**src/sv/melody_note_sequencer_macros.svh**
```systemverilog
// assertion macros for the melody note sequencer
// used by the top level; no other dependencies
`ifndef MELODY_NOTE_SEQUENCER_MACROS_SVH
`define MELODY_NOTE_SEQUENCER_MACROS_SVH
`ifndef NO_ASSERTIONS
// same-cycle implication
`define MNS_ASSERT_NOW(lbl, ck, rs, ante, cons) \
  lbl: assert property (@(posedge ck) disable iff (rs) (ante) |-> (cons)) \
    else $error("mns assertion failed");
// next-cycle implication
`define MNS_ASSERT_NEXT(lbl, ck, rs, ante, cons) \
  lbl: assert property (@(posedge ck) disable iff (rs) (ante) |=> (cons)) \
    else $error("mns assertion failed");
`else
`define MNS_ASSERT_NOW(lbl, ck, rs, ante, cons)
`define MNS_ASSERT_NEXT(lbl, ck, rs, ante, cons)
`endif
`endif

```
**src/sv/mns_pkg.sv**
```systemverilog
// shared types, constants and note table for the melody note sequencer
// no dependencies
`timescale 1ns / 1ps
`default_nettype none
package mns_pkg;

  localparam int NOTE_COUNT = 8;
  localparam int TABLE_SIZE = 8;
  localparam int LEN_CAP = (NOTE_COUNT < TABLE_SIZE) ? NOTE_COUNT : TABLE_SIZE;

  localparam int FREQ_W   = 14;
  localparam int DUR_W    = 8;
  localparam int ELAPSED_W = 16;
  localparam int IDX_W    = 3;
  localparam int LEN_W    = 4;
  localparam int STATE_W  = 2;
  localparam int APB_ADDR_W = 3;
  localparam int APB_DATA_W = 32;

  localparam logic [ELAPSED_W-1:0] ELAPSED_MAX = '1;
  localparam logic [ELAPSED_W-1:0] PAUSE_MS_RESET = 16'd150;
  localparam logic [LEN_W-1:0]     MELODY_LEN_RESET = 4'd8;
  localparam logic [LEN_W-1:0]     LEN_CAP_V = LEN_W'(LEN_CAP);

  // register index, taken from paddr[2]
  localparam logic REG_PAUSE_MS   = 1'b0;
  localparam logic REG_MELODY_LEN = 1'b1;

  // player_state codes on the result beat
  localparam logic [STATE_W-1:0] ST_PLAYING  = 2'd0;
  localparam logic [STATE_W-1:0] ST_PAUSING  = 2'd1;
  localparam logic [STATE_W-1:0] ST_FINISHED = 2'd2;

  typedef enum logic [2:0] {
    MODE_PLAYING  = 3'b001,
    MODE_PAUSING  = 3'b010,
    MODE_FINISHED = 3'b100
  } mode_t;

  typedef struct packed {
    logic [ELAPSED_W-1:0] pause_ms;
    logic [LEN_W-1:0]     melody_length;
  } cfg_t;

  typedef struct packed {
    logic [FREQ_W-1:0]  tone_frequency;
    logic               tone_on;
    logic               note_started;
    logic [STATE_W-1:0] player_state;
    logic [IDX_W-1:0]   note_position;
  } result_t;

  function automatic logic [FREQ_W-1:0] note_freq(input logic [IDX_W-1:0] idx);
    logic [FREQ_W-1:0] f;
    case (idx)
      3'd0:    f = 14'd262;
      3'd1:    f = 14'd196;
      3'd2:    f = 14'd196;
      3'd3:    f = 14'd220;
      3'd4:    f = 14'd196;
      3'd5:    f = 14'd0;
      3'd6:    f = 14'd247;
      3'd7:    f = 14'd262;
      default: f = 14'd0;
    endcase
    return f;
  endfunction

  function automatic logic [DUR_W-1:0] note_dur(input logic [IDX_W-1:0] idx);
    logic [DUR_W-1:0] d;
    case (idx)
      3'd1, 3'd2: d = 8'd125;
      default:    d = 8'd250;
    endcase
    return d;
  endfunction

  function automatic logic [STATE_W-1:0] mode_code(input mode_t m);
    logic [STATE_W-1:0] c;
    case (m)
      MODE_PLAYING: c = ST_PLAYING;
      MODE_PAUSING: c = ST_PAUSING;
      default:      c = ST_FINISHED;
    endcase
    return c;
  endfunction

endpackage
`default_nettype wire

```
**src/sv/mns_tick_if.sv**
```systemverilog
// input channel: one beat per millisecond tick
// no dependencies
`timescale 1ns / 1ps
`default_nettype none
interface mns_tick_if;
  logic valid;
  logic ready;
  logic start_request;

  modport source(output valid, output start_request, input ready);
  modport sink(input valid, input start_request, output ready);
endinterface
`default_nettype wire

```
**src/sv/mns_note_if.sv**
```systemverilog
// result channel: one beat per accepted tick
// depends on mns_pkg for field widths
`timescale 1ns / 1ps
`default_nettype none
interface mns_note_if import mns_pkg::*; ();
  logic               valid;
  logic               ready;
  logic [FREQ_W-1:0]  tone_frequency;
  logic               tone_on;
  logic               note_started;
  logic [STATE_W-1:0] player_state;
  logic [IDX_W-1:0]   note_position;

  modport source(output valid, output tone_frequency, output tone_on,
                 output note_started, output player_state, output note_position,
                 input ready);
  modport sink(input valid, input tone_frequency, input tone_on,
               input note_started, input player_state, input note_position,
               output ready);
endinterface
`default_nettype wire

```
**src/sv/mns_cfg.sv**
```systemverilog
// apb-style register block: pause_ms and melody_length
// depends on mns_pkg
`timescale 1ns / 1ps
`default_nettype none
module mns_cfg import mns_pkg::*; (
  input  wire logic                  clk,
  input  wire logic                  rst,
  input  wire logic                  psel,
  input  wire logic                  penable,
  input  wire logic                  pwrite,
  input  wire logic [APB_ADDR_W-1:0] paddr,
  input  wire logic [APB_DATA_W-1:0] pwdata,
  output logic      [APB_DATA_W-1:0] prdata,
  output logic                       pready,
  output cfg_t                       cfg
);

  logic wr_en;
  logic reg_sel;

  assign pready  = 1'b1;
  assign reg_sel = paddr[2];
  assign wr_en   = psel && penable && pwrite && pready;

  always_ff @(posedge clk) begin
    if (rst) begin
      cfg.pause_ms      <= PAUSE_MS_RESET;
      cfg.melody_length <= MELODY_LEN_RESET;
    end else if (wr_en) begin
      case (reg_sel)
        REG_PAUSE_MS:   cfg.pause_ms      <= pwdata[ELAPSED_W-1:0];
        REG_MELODY_LEN: cfg.melody_length <= pwdata[LEN_W-1:0];
        default: ;
      endcase
    end
  end

  always_comb begin
    case (reg_sel)
      REG_PAUSE_MS:   prdata = APB_DATA_W'(cfg.pause_ms);
      REG_MELODY_LEN: prdata = APB_DATA_W'(cfg.melody_length);
      default:        prdata = '0;
    endcase
  end

endmodule
`default_nettype wire

```
**src/sv/mns_core.sv**
```systemverilog
// player state registers and per-tick next-state logic
// depends on mns_pkg (note table, mode encoding)
`timescale 1ns / 1ps
`default_nettype none
module mns_core import mns_pkg::*; (
  input  wire logic clk,
  input  wire logic rst,
  input  wire logic accept,
  input  wire logic start_request,
  input  cfg_t      cfg,
  output result_t   result
);

  mode_t                mode, mode_next;
  logic [IDX_W-1:0]     note_idx, note_idx_next;
  logic [ELAPSED_W-1:0] elapsed, elapsed_next;

  logic [ELAPSED_W-1:0] el_inc;
  logic [LEN_W-1:0]     len_eff;
  logic [LEN_W-1:0]     note_plus1;
  logic                 started;
  logic [FREQ_W-1:0]    freq_new;
  logic [DUR_W-1:0]     dur_new;

  always_comb begin
    // saturated length, zero treated as one
    if (cfg.melody_length > LEN_CAP_V) len_eff = LEN_CAP_V;
    else if (cfg.melody_length == '0)  len_eff = LEN_W'(1);
    else                               len_eff = cfg.melody_length;
  end

  assign el_inc     = (elapsed == ELAPSED_MAX) ? ELAPSED_MAX : elapsed + 1'b1;
  assign note_plus1 = LEN_W'(note_idx) + LEN_W'(1);

  always_comb begin
    mode_next     = mode;
    note_idx_next = note_idx;
    elapsed_next  = el_inc;
    started       = 1'b0;
    if (start_request && mode != MODE_PLAYING) begin
      mode_next     = MODE_PLAYING;
      note_idx_next = '0;
      elapsed_next  = '0;
      started       = 1'b1;
    end else if (mode == MODE_PLAYING) begin
      if (el_inc > ELAPSED_W'(note_dur(note_idx))) begin
        if (note_plus1 >= len_eff) begin
          mode_next = MODE_FINISHED;
        end else begin
          mode_next     = MODE_PAUSING;
          elapsed_next  = '0;
          note_idx_next = note_idx + 1'b1;
        end
      end
    end else if (mode == MODE_PAUSING) begin
      if (el_inc > cfg.pause_ms) begin
        mode_next    = MODE_PLAYING;
        elapsed_next = '0;
        started      = 1'b1;
      end
    end
  end

  assign freq_new = note_freq(note_idx_next);
  assign dur_new  = note_dur(note_idx_next);

  always_comb begin
    result.tone_frequency = freq_new;
    result.tone_on        = (mode_next == MODE_PLAYING) && (freq_new != '0) &&
                            (elapsed_next < ELAPSED_W'(dur_new));
    result.note_started   = started;
    result.player_state   = mode_code(mode_next);
    result.note_position  = note_idx_next;
  end

  always_ff @(posedge clk) begin
    if (rst) begin
      mode     <= MODE_FINISHED;
      note_idx <= '0;
      elapsed  <= '0;
    end else if (accept) begin
      mode     <= mode_next;
      note_idx <= note_idx_next;
      elapsed  <= elapsed_next;
    end
  end

endmodule
`default_nettype wire

```
**src/sv/mns_obuf.sv**
```systemverilog
// two-entry result buffer between the core and the result channel
// depends on mns_pkg (result_t)
`timescale 1ns / 1ps
`default_nettype none
module mns_obuf import mns_pkg::*; (
  input  wire logic clk,
  input  wire logic rst,
  input  wire logic push,
  input  result_t   d,
  output logic      ready,
  output logic      q_valid,
  input  wire logic pop,
  output result_t   q
);

  result_t    slot0, slot1;
  logic [1:0] count;

  assign ready   = (count != 2'd2);
  assign q_valid = (count != 2'd0);
  assign q       = slot0;

  always_ff @(posedge clk) begin
    case ({push, pop})
      2'b10: begin
        if (count == 2'd0) slot0 <= d;
        else               slot1 <= d;
      end
      2'b01: slot0 <= slot1;
      2'b11: begin
        // one held: the new beat replaces it at the head
        if (count == 2'd1) slot0 <= d;
        else begin
          slot0 <= slot1;
          slot1 <= d;
        end
      end
      default: ;
    endcase
  end

  always_ff @(posedge clk) begin
    if (rst) begin
      count <= 2'd0;
    end else begin
      case ({push, pop})
        2'b10:   count <= count + 2'd1;
        2'b01:   count <= count - 2'd1;
        default: ;
      endcase
    end
  end

endmodule
`default_nettype wire

```
**src/sv/melody_note_sequencer.sv**
```systemverilog
// melody note sequencer top level
// usage:
//   tick channel: one beat per millisecond, start_request asks to (re)start
//   the melody at note 0; ignored while a note is playing
//   note channel: one result beat per tick beat, carrying the frequency for
//   the tone generator (0 is rest), tone_on, a note_started pulse, the
//   player state (0 playing, 1 pausing, 2 finished) and the note index
//   apb port: pause_ms at 0x0, melody_length at 0x4, written in the access
//   cycle; pready is tied high and reads return the register value
// timing:
//   a tick beat is taken in any cycle the result buffer has room; its result
//   is registered into the buffer, so throughput is one beat per cycle while
//   the buffer has room, set by the single state update in the core
//   a two-entry buffer holds results while the receiver stalls; tick ready
//   drops only when both entries are full, so no beat is lost
// reset:
//   synchronous rst returns to finished at note 0 with elapsed time cleared,
//   pause_ms to 150 and melody_length to 8, and empties the result buffer
// depends on mns_pkg, mns_tick_if, mns_note_if, mns_cfg, mns_core, mns_obuf
`timescale 1ns / 1ps
`default_nettype none
`include "melody_note_sequencer_macros.svh"
module melody_note_sequencer import mns_pkg::*; (
  input  wire logic                  clk,
  input  wire logic                  rst,
  mns_tick_if.sink                   tick,
  mns_note_if.source                 note,
  input  wire logic                  psel,
  input  wire logic                  penable,
  input  wire logic                  pwrite,
  input  wire logic [APB_ADDR_W-1:0] paddr,
  input  wire logic [APB_DATA_W-1:0] pwdata,
  output logic      [APB_DATA_W-1:0] prdata,
  output logic                       pready
);

  cfg_t    cfg;
  result_t core_res;
  result_t buf_q;
  logic    buf_ready;
  logic    tick_accept;
  logic    note_accept;

  // a tick beat moves when the buffer has room
  assign tick.ready  = buf_ready;
  assign tick_accept = tick.valid && buf_ready;
  assign note_accept = note.valid && note.ready;

  // register block
  mns_cfg u_cfg (
    .clk     (clk),
    .rst     (rst),
    .psel    (psel),
    .penable (penable),
    .pwrite  (pwrite),
    .paddr   (paddr),
    .pwdata  (pwdata),
    .prdata  (prdata),
    .pready  (pready),
    .cfg     (cfg)
  );

  // player state and next-state logic, advanced once per accepted tick
  mns_core u_core (
    .clk           (clk),
    .rst           (rst),
    .accept        (tick_accept),
    .start_request (tick.start_request),
    .cfg           (cfg),
    .result        (core_res)
  );

  // result register with skid entry
  mns_obuf u_obuf (
    .clk     (clk),
    .rst     (rst),
    .push    (tick_accept),
    .d       (core_res),
    .ready   (buf_ready),
    .q_valid (note.valid),
    .pop     (note_accept),
    .q       (buf_q)
  );

  assign note.tone_frequency = buf_q.tone_frequency;
  assign note.tone_on        = buf_q.tone_on;
  assign note.note_started   = buf_q.note_started;
  assign note.player_state   = buf_q.player_state;
  assign note.note_position  = buf_q.note_position;

  // a note only starts into the playing state
  `MNS_ASSERT_NOW(a_start_playing, clk, rst,
    note.valid && note.note_started, note.player_state == ST_PLAYING)
  // a sounding tone needs a playing note with a nonzero frequency
  `MNS_ASSERT_NOW(a_tone_on_sane, clk, rst,
    note.valid && note.tone_on,
    (note.player_state == ST_PLAYING) && (note.tone_frequency != '0))
  // every accepted tick leaves a result beat valid on the next cycle
  `MNS_ASSERT_NEXT(a_result_follows, clk, rst, tick_accept, note.valid)

endmodule
`default_nettype wire

```
**src/flat_wrapper.sv**
```systemverilog
// flat-port wrapper written by rule: the top's interface ports become plain ports
module melody_note_sequencer_flat import mns_pkg::*;
  (clk, rst, psel, penable, pwrite, paddr, pwdata, prdata, pready, tick_valid, tick_start_request, tick_ready, note_valid, note_tone_frequency, note_tone_on, note_note_started, note_player_state, note_note_position, note_ready);
  mns_tick_if tick_i ();
  mns_note_if note_i ();
  input  wire logic clk;
  input  wire logic rst;
  input  wire logic psel;
  input  wire logic penable;
  input  wire logic pwrite;
  input  wire logic [APB_ADDR_W-1:0] paddr;
  input  wire logic [APB_DATA_W-1:0] pwdata;
  output logic      [APB_DATA_W-1:0] prdata;
  output logic pready;
  input wire logic [$bits(tick_i.valid)-1:0] tick_valid;
  input wire logic [$bits(tick_i.start_request)-1:0] tick_start_request;
  output wire logic [$bits(tick_i.ready)-1:0] tick_ready;
  output wire logic [$bits(note_i.valid)-1:0] note_valid;
  output wire logic [$bits(note_i.tone_frequency)-1:0] note_tone_frequency;
  output wire logic [$bits(note_i.tone_on)-1:0] note_tone_on;
  output wire logic [$bits(note_i.note_started)-1:0] note_note_started;
  output wire logic [$bits(note_i.player_state)-1:0] note_player_state;
  output wire logic [$bits(note_i.note_position)-1:0] note_note_position;
  input wire logic [$bits(note_i.ready)-1:0] note_ready;
  assign tick_i.valid = tick_valid;
  assign tick_i.start_request = tick_start_request;
  assign tick_ready = tick_i.ready;
  assign note_valid = note_i.valid;
  assign note_tone_frequency = note_i.tone_frequency;
  assign note_tone_on = note_i.tone_on;
  assign note_note_started = note_i.note_started;
  assign note_player_state = note_i.player_state;
  assign note_note_position = note_i.note_position;
  assign note_i.ready = note_ready;
  melody_note_sequencer u_core (.clk(clk), .rst(rst), .tick(tick_i), .note(note_i), .psel(psel), .penable(penable), .pwrite(pwrite), .paddr(paddr), .pwdata(pwdata), .prdata(prdata), .pready(pready));
endmodule
```
**config.mk**
```make
export PLATFORM = sky130hd
export DESIGN_NAME = melody_note_sequencer_flat
export DESIGN_NICKNAME = d
export VERILOG_FILES = /design/src/sv/mns_pkg.sv /design/src/sv/mns_tick_if.sv /design/src/sv/mns_note_if.sv /design/src/sv/mns_cfg.sv /design/src/sv/mns_core.sv /design/src/sv/mns_obuf.sv /design/src/sv/melody_note_sequencer.sv /design/src/flat_wrapper.sv
export VERILOG_INCLUDE_DIRS = /design/src /design/src/sv
export SDC_FILE = /design/constraint.sdc
export NUM_CORES = 1
export LEC_CHECK = 0
export ABC_AREA = 1
export BUFFER_PORTS_ARGS = -buffer_cell sky130_fd_sc_hd__buf_2
export CORE_UTILIZATION = 35
export CTS_CLUSTER_SIZE = 8
export DETAILED_ROUTE_END_ITERATION = 16
export GPL_ROUTABILITY_DRIVEN = 0
export GPL_TIMING_DRIVEN = 0
export PLACE_DENSITY_LB_ADDON = 0.15
export SYNTH_ARGS = -nofsm -noshare
export SYNTH_HDL_FRONTEND = slang
export SYNTH_SLANG_ARGS = --single-unit
```
**constraint.sdc**
```tcl
create_clock -name clk -period 4.7 [get_ports clk]
set_input_delay 0.47 -clock clk [delete_from_list [all_inputs] [get_ports clk]]
set_output_delay 0.47 -clock clk [all_outputs]
set_load 0.02 [all_outputs]
```
==> metrics.md <==
| Metric | Value |
|---|---|
| Max Cap Viol | 0 |
| Clock Sinks | a little over 70 |
| Hold bufs inserted after CTS | 0 |
| Clock buffer depth | 2 |
| Switch Pwr | around 0.00089 W |
| Crit. Startpoint | u_core.u_core.note_idx[0]$_SDFFE_PP0P_ |
| Slew headroom | between 50% and 60% |
| Peak supply drop | between 0.2 and 0.25 mV |
| Global-route wire length before repair | a little over 20000 um |
| Post-DRT Antenna Nets | 0 |
| Syn Std Cell Area | between 4000 and 5000 um2 |
| Launching point of the worst reg2reg path | u_core.u_core.note_idx[0]$_SDFFE_PP0P_ |
| Final std cells w/o fill | between 900 and 1k |
| PortBufs | 58 |
| Combinational family with the most area after synthesis | simple AND/OR/NAND/NOR gates |
| Outcome | finished, final reports clean |
| Setup Skew | about 0.0072 ns |
| Area Overhead vs Synth | 18.66% |
| Switching Fraction | a little under two fifths |
| GRT overflow | 0 |
| DRC viols | 0 |
| CTS tree | built |
| Total CTS buffers | 9 |
| Synth Instances | 665 |
| Total Nets Final | 835 |
| Leading area contributor after synthesis | dfxtp_1 |
| Layout cells sized above 1 | between 10% and 20% |
| Final Hold Fails | 0 |
| Syn_area_per_cell | 7.370 um2 |
| Proportion of synthesized area in mux cells | 0% |
| Yosys cell types | between 40 and 50 |
| Yosys reg bits | a little over 70 |
| Largest net degree at the start of global routing | 15 |
| Initial antenna violation count | 0 |
| Antenna diodes | 0 |
| Floorplan core area | between 10000 and 15000 um2 |
| Minimum clock period | around 4.2 ns |
| Row count | 42 |
| Clock root buffer | clkbuf_16 |
| Reg power frac | a little over a third |
| Slowest stage cell, crit path | dfxtp_1 |
| F_max | approximately 240 MHz |
| R2r worst-path depth | 25 |
| CP most frequent cell | nand2_1 |
| Slew Limit Fails | 0 |
| Internal | ~0.0015 W |
| Setup TNS | 0 ns |
| Synth Area in Adders | about a tenth |
| R2R Setup Slk | approximately 0.51 ns |
| Crit path largest cell delay | ~0.42 ns |
| Num ports | 99 |
| Vias per inst | 4.748 |
| Critical path class | reg2reg |
| Clock-pin transition on the worst setup and hold timing paths | 0.06 ns |
| Leakage | 2.796 nW |
| Crit path max fanout | 9 |
| H-tree depth | 3 |
| Commonest non-fill, non-tap cell in the layout | nand2_1 |
| Top-area cell type share of the netlist area | 17.97% |
| Ys Warns | 0 |
| Simple-Gate Fraction of Synth Area | 24.92% |
| Register area share after synthesis | about a third |
| Critical R2R Capture | u_core.u_obuf.q[6]$_DFFE_PP_ |
| Dominant cells by area after synthesis | dfxtp_1, edfxtp_1, ha_1, nand2_1, a21oi_1 |
| Post-CTS Setup Inserts | 0 |
| Hold Startpoint | pwdata[4] |
| Critical Path End | u_core.u_obuf.q[6]$_DFFE_PP_ |
| Crit. End Element | flip-flop |
| DRT Wirelength | 12370 um |
| First-pass DRT Iterations | 4 |
| Clock network power share | about 31% |
| CTS resizes | 0 |
| Detailed Route Iter0 Violations | 241 |
| HPWL after detailed placement | roughly 9400 um |
| Combinational share of power | 33.2% |
| Skew-Pair Late Insertion Delay | 0.34 ns |
| Initial Util | 36.43% |
| Die height | about 120 um |
| Pwr dens | approximately 420 nW/um2 |
| Cells after DPL | 920 |
| Xor-xnor portion of the synthesized cell area | less than 1% |
| CP Launch Type | flip-flop |
| Hold Crit Class | in2reg |
| Period utilization | 89.06% |
| RSZ-0062 raised after global routing | no |
| CP required | 4.79 ns |
| WP data arrival | ~4.3 ns |
| Via count | around 4.4k |
| Number of global-route vias before repair | 4194 |
| Setup violations, final | 0 |
| Post-synthesis compound-gate area fraction | 17.08% |
| Full die area | approximately 14000 um2 |
| Commonest cells after routing, fill and taps aside | nand2_1, inv_1, a21oi_1, nor2_1, buf_2 |
| Wire per inst | around 13 um |
| Die Wd | roughly 120 um |
| Worst Tran Pin Value | approximately 0.62 ns |
| GRT Overall Usage | between 15 and 20% |
==> critical path: cells and delay by family (launching register included) <==
kind | cells | cell delay, ns
and+or+nand+nor | 14 | 1.78
AOI/OAI and AO/OA | 4 | 0.61
DFF | 1 | 0.42
adders and majority gates | 3 | 0.74
buffers and inverters | 4 | 0.39
==> registers in the layout, summed over array words and instances (netlist names) <==
name and cells:
u_core.u_core.elapsed 16, u_core.u_obuf.slot1 14, u_core.u_obuf.q 14, u_core.u_cfg.cfg 20
u_core.u_core.note_idx 3, u_core.u_core.mode 3, u_core.u_obuf.count 2
==> power by group through the flow <==
stage,clock network (W),logic (W),registers [W]
6_report,0.000751,0.000804,0.000867
5_1_grt,0.000795,0.000902,0.000882
4_1_cts,0.000768,0.000810,0.000868
3_5_place_dp,0,0.000808,0.000881
3_3_place_gp,0,0.000779,0.000879
2_1_floorplan,0,0.000498,0.000946
==> metal layers <==
layer / GRT usage [%] / routed length (um) / part of all wire [%]
met2: 30.21 / 5867 / 47
met5: 0 / 0 / 0
met3: 3.585 / 570 / 4.6
met1: 22.16 / 5786 / 47
met4: 6.019 / 145 / 1.2
==> through the flow <==
| stage | instance area (um2) | total power, W | setup WS, ns | util [%] | hold slack (ns) |
|---|---|---|---|---|---|
| CTS | 5816 | 0.002446 | 0.4651 | 43.23 | 0.3467 |
| global route | 5816 | 0.002579 | 0.1276 | 43.23 | 0.3788 |
| global placement | 5487 | 0.001659 | 0.5477 | 40.78 | 0.4816 |
| floorplan | 4976 | 0.001444 | 1.242 | - | 0.4494 |
| detailed placement | 5494 | 0.001689 | 0.5043 | 40.84 | 0.4901 |
| finish | 5816 | 0.002422 | 0.5142 | 43.23 | 0.3625 |
==> layout make-up <==
type | count | area (um2)
inverter | 99 | 376.6
buffer | 42 | 247.7
fill | 1426 | 7637
timing repair buffer | 59 | 297.8
sequential | 72 | 1722
clock inverter | 7 | 96.34
clock buffer | 9 | 225.2
tap | 176 | 220.2
multi-input combinational | 472 | 2630
==> cell families after synthesis <==
family | count (synthesis)
AND/OR/NAND/NOR | 257
flip-flops | 72
XOR/XNOR | 3
AO/OA/AOI/OAI | 153
other | 2
adder cells (fa/ha/maj) | 37
buffers and inverters | 141
==> worst min-delay path by stage <==
| stage | slack (ns) | to | cells after the start |
|---|---|---|---|
| 6_report | 0.36 | u_core.u_cfg.cfg[8]$_SDFFE_PP1P_ | 3 |
| 5_1_grt | 0.38 | u_core.u_cfg.cfg[11]$_SDFFE_PP1P_ | 3 |
| 4_1_cts | 0.35 | u_core.u_cfg.cfg[8]$_SDFFE_PP1P_ | 3 |
| 3_5_place_dp | 0.49 | u_core.u_cfg.cfg[7]$_SDFFE_PP0P_ | 2 |
| 3_3_place_gp | 0.48 | u_core.u_cfg.cfg[7]$_SDFFE_PP0P_ | 2 |
| 2_1_floorplan | 0.45 | u_core.u_cfg.cfg[7]$_SDFFE_PP0P_ | 2 |
==> cells in the mapped netlist <==
master,n
a211oi_1,1
a21boi_0,1
a21oi_1,71
a21oi_2,1
a22oi_1,5
a22oi_2,2
buf_1,1
buf_4,24
clkbuf_1,17
clkinv_1,1
conb_1,2
dfxtp_1,44
edfxtp_1,28
ha_1,37
inv_1,93
inv_2,3
inv_4,2
nand2_1,118
nand2_2,8
nand2_4,1
nand3_1,16
nand3_2,10
nand3_4,3
nand3b_1,2
nand4_1,11
nor2_1,69
nor2_2,5
nor2_4,3
nor2_8,1
nor3_1,8
nor3_2,1
nor4_1,1
o2111ai_1,1
o211a_1,1
o211ai_1,4
o21a_1,1
o21ai_0,52
o21ai_1,8
o21ai_2,1
o21bai_1,3
o31ai_1,1
xnor2_1,1
xor2_1,2
(Power assumes the default switching activity.)
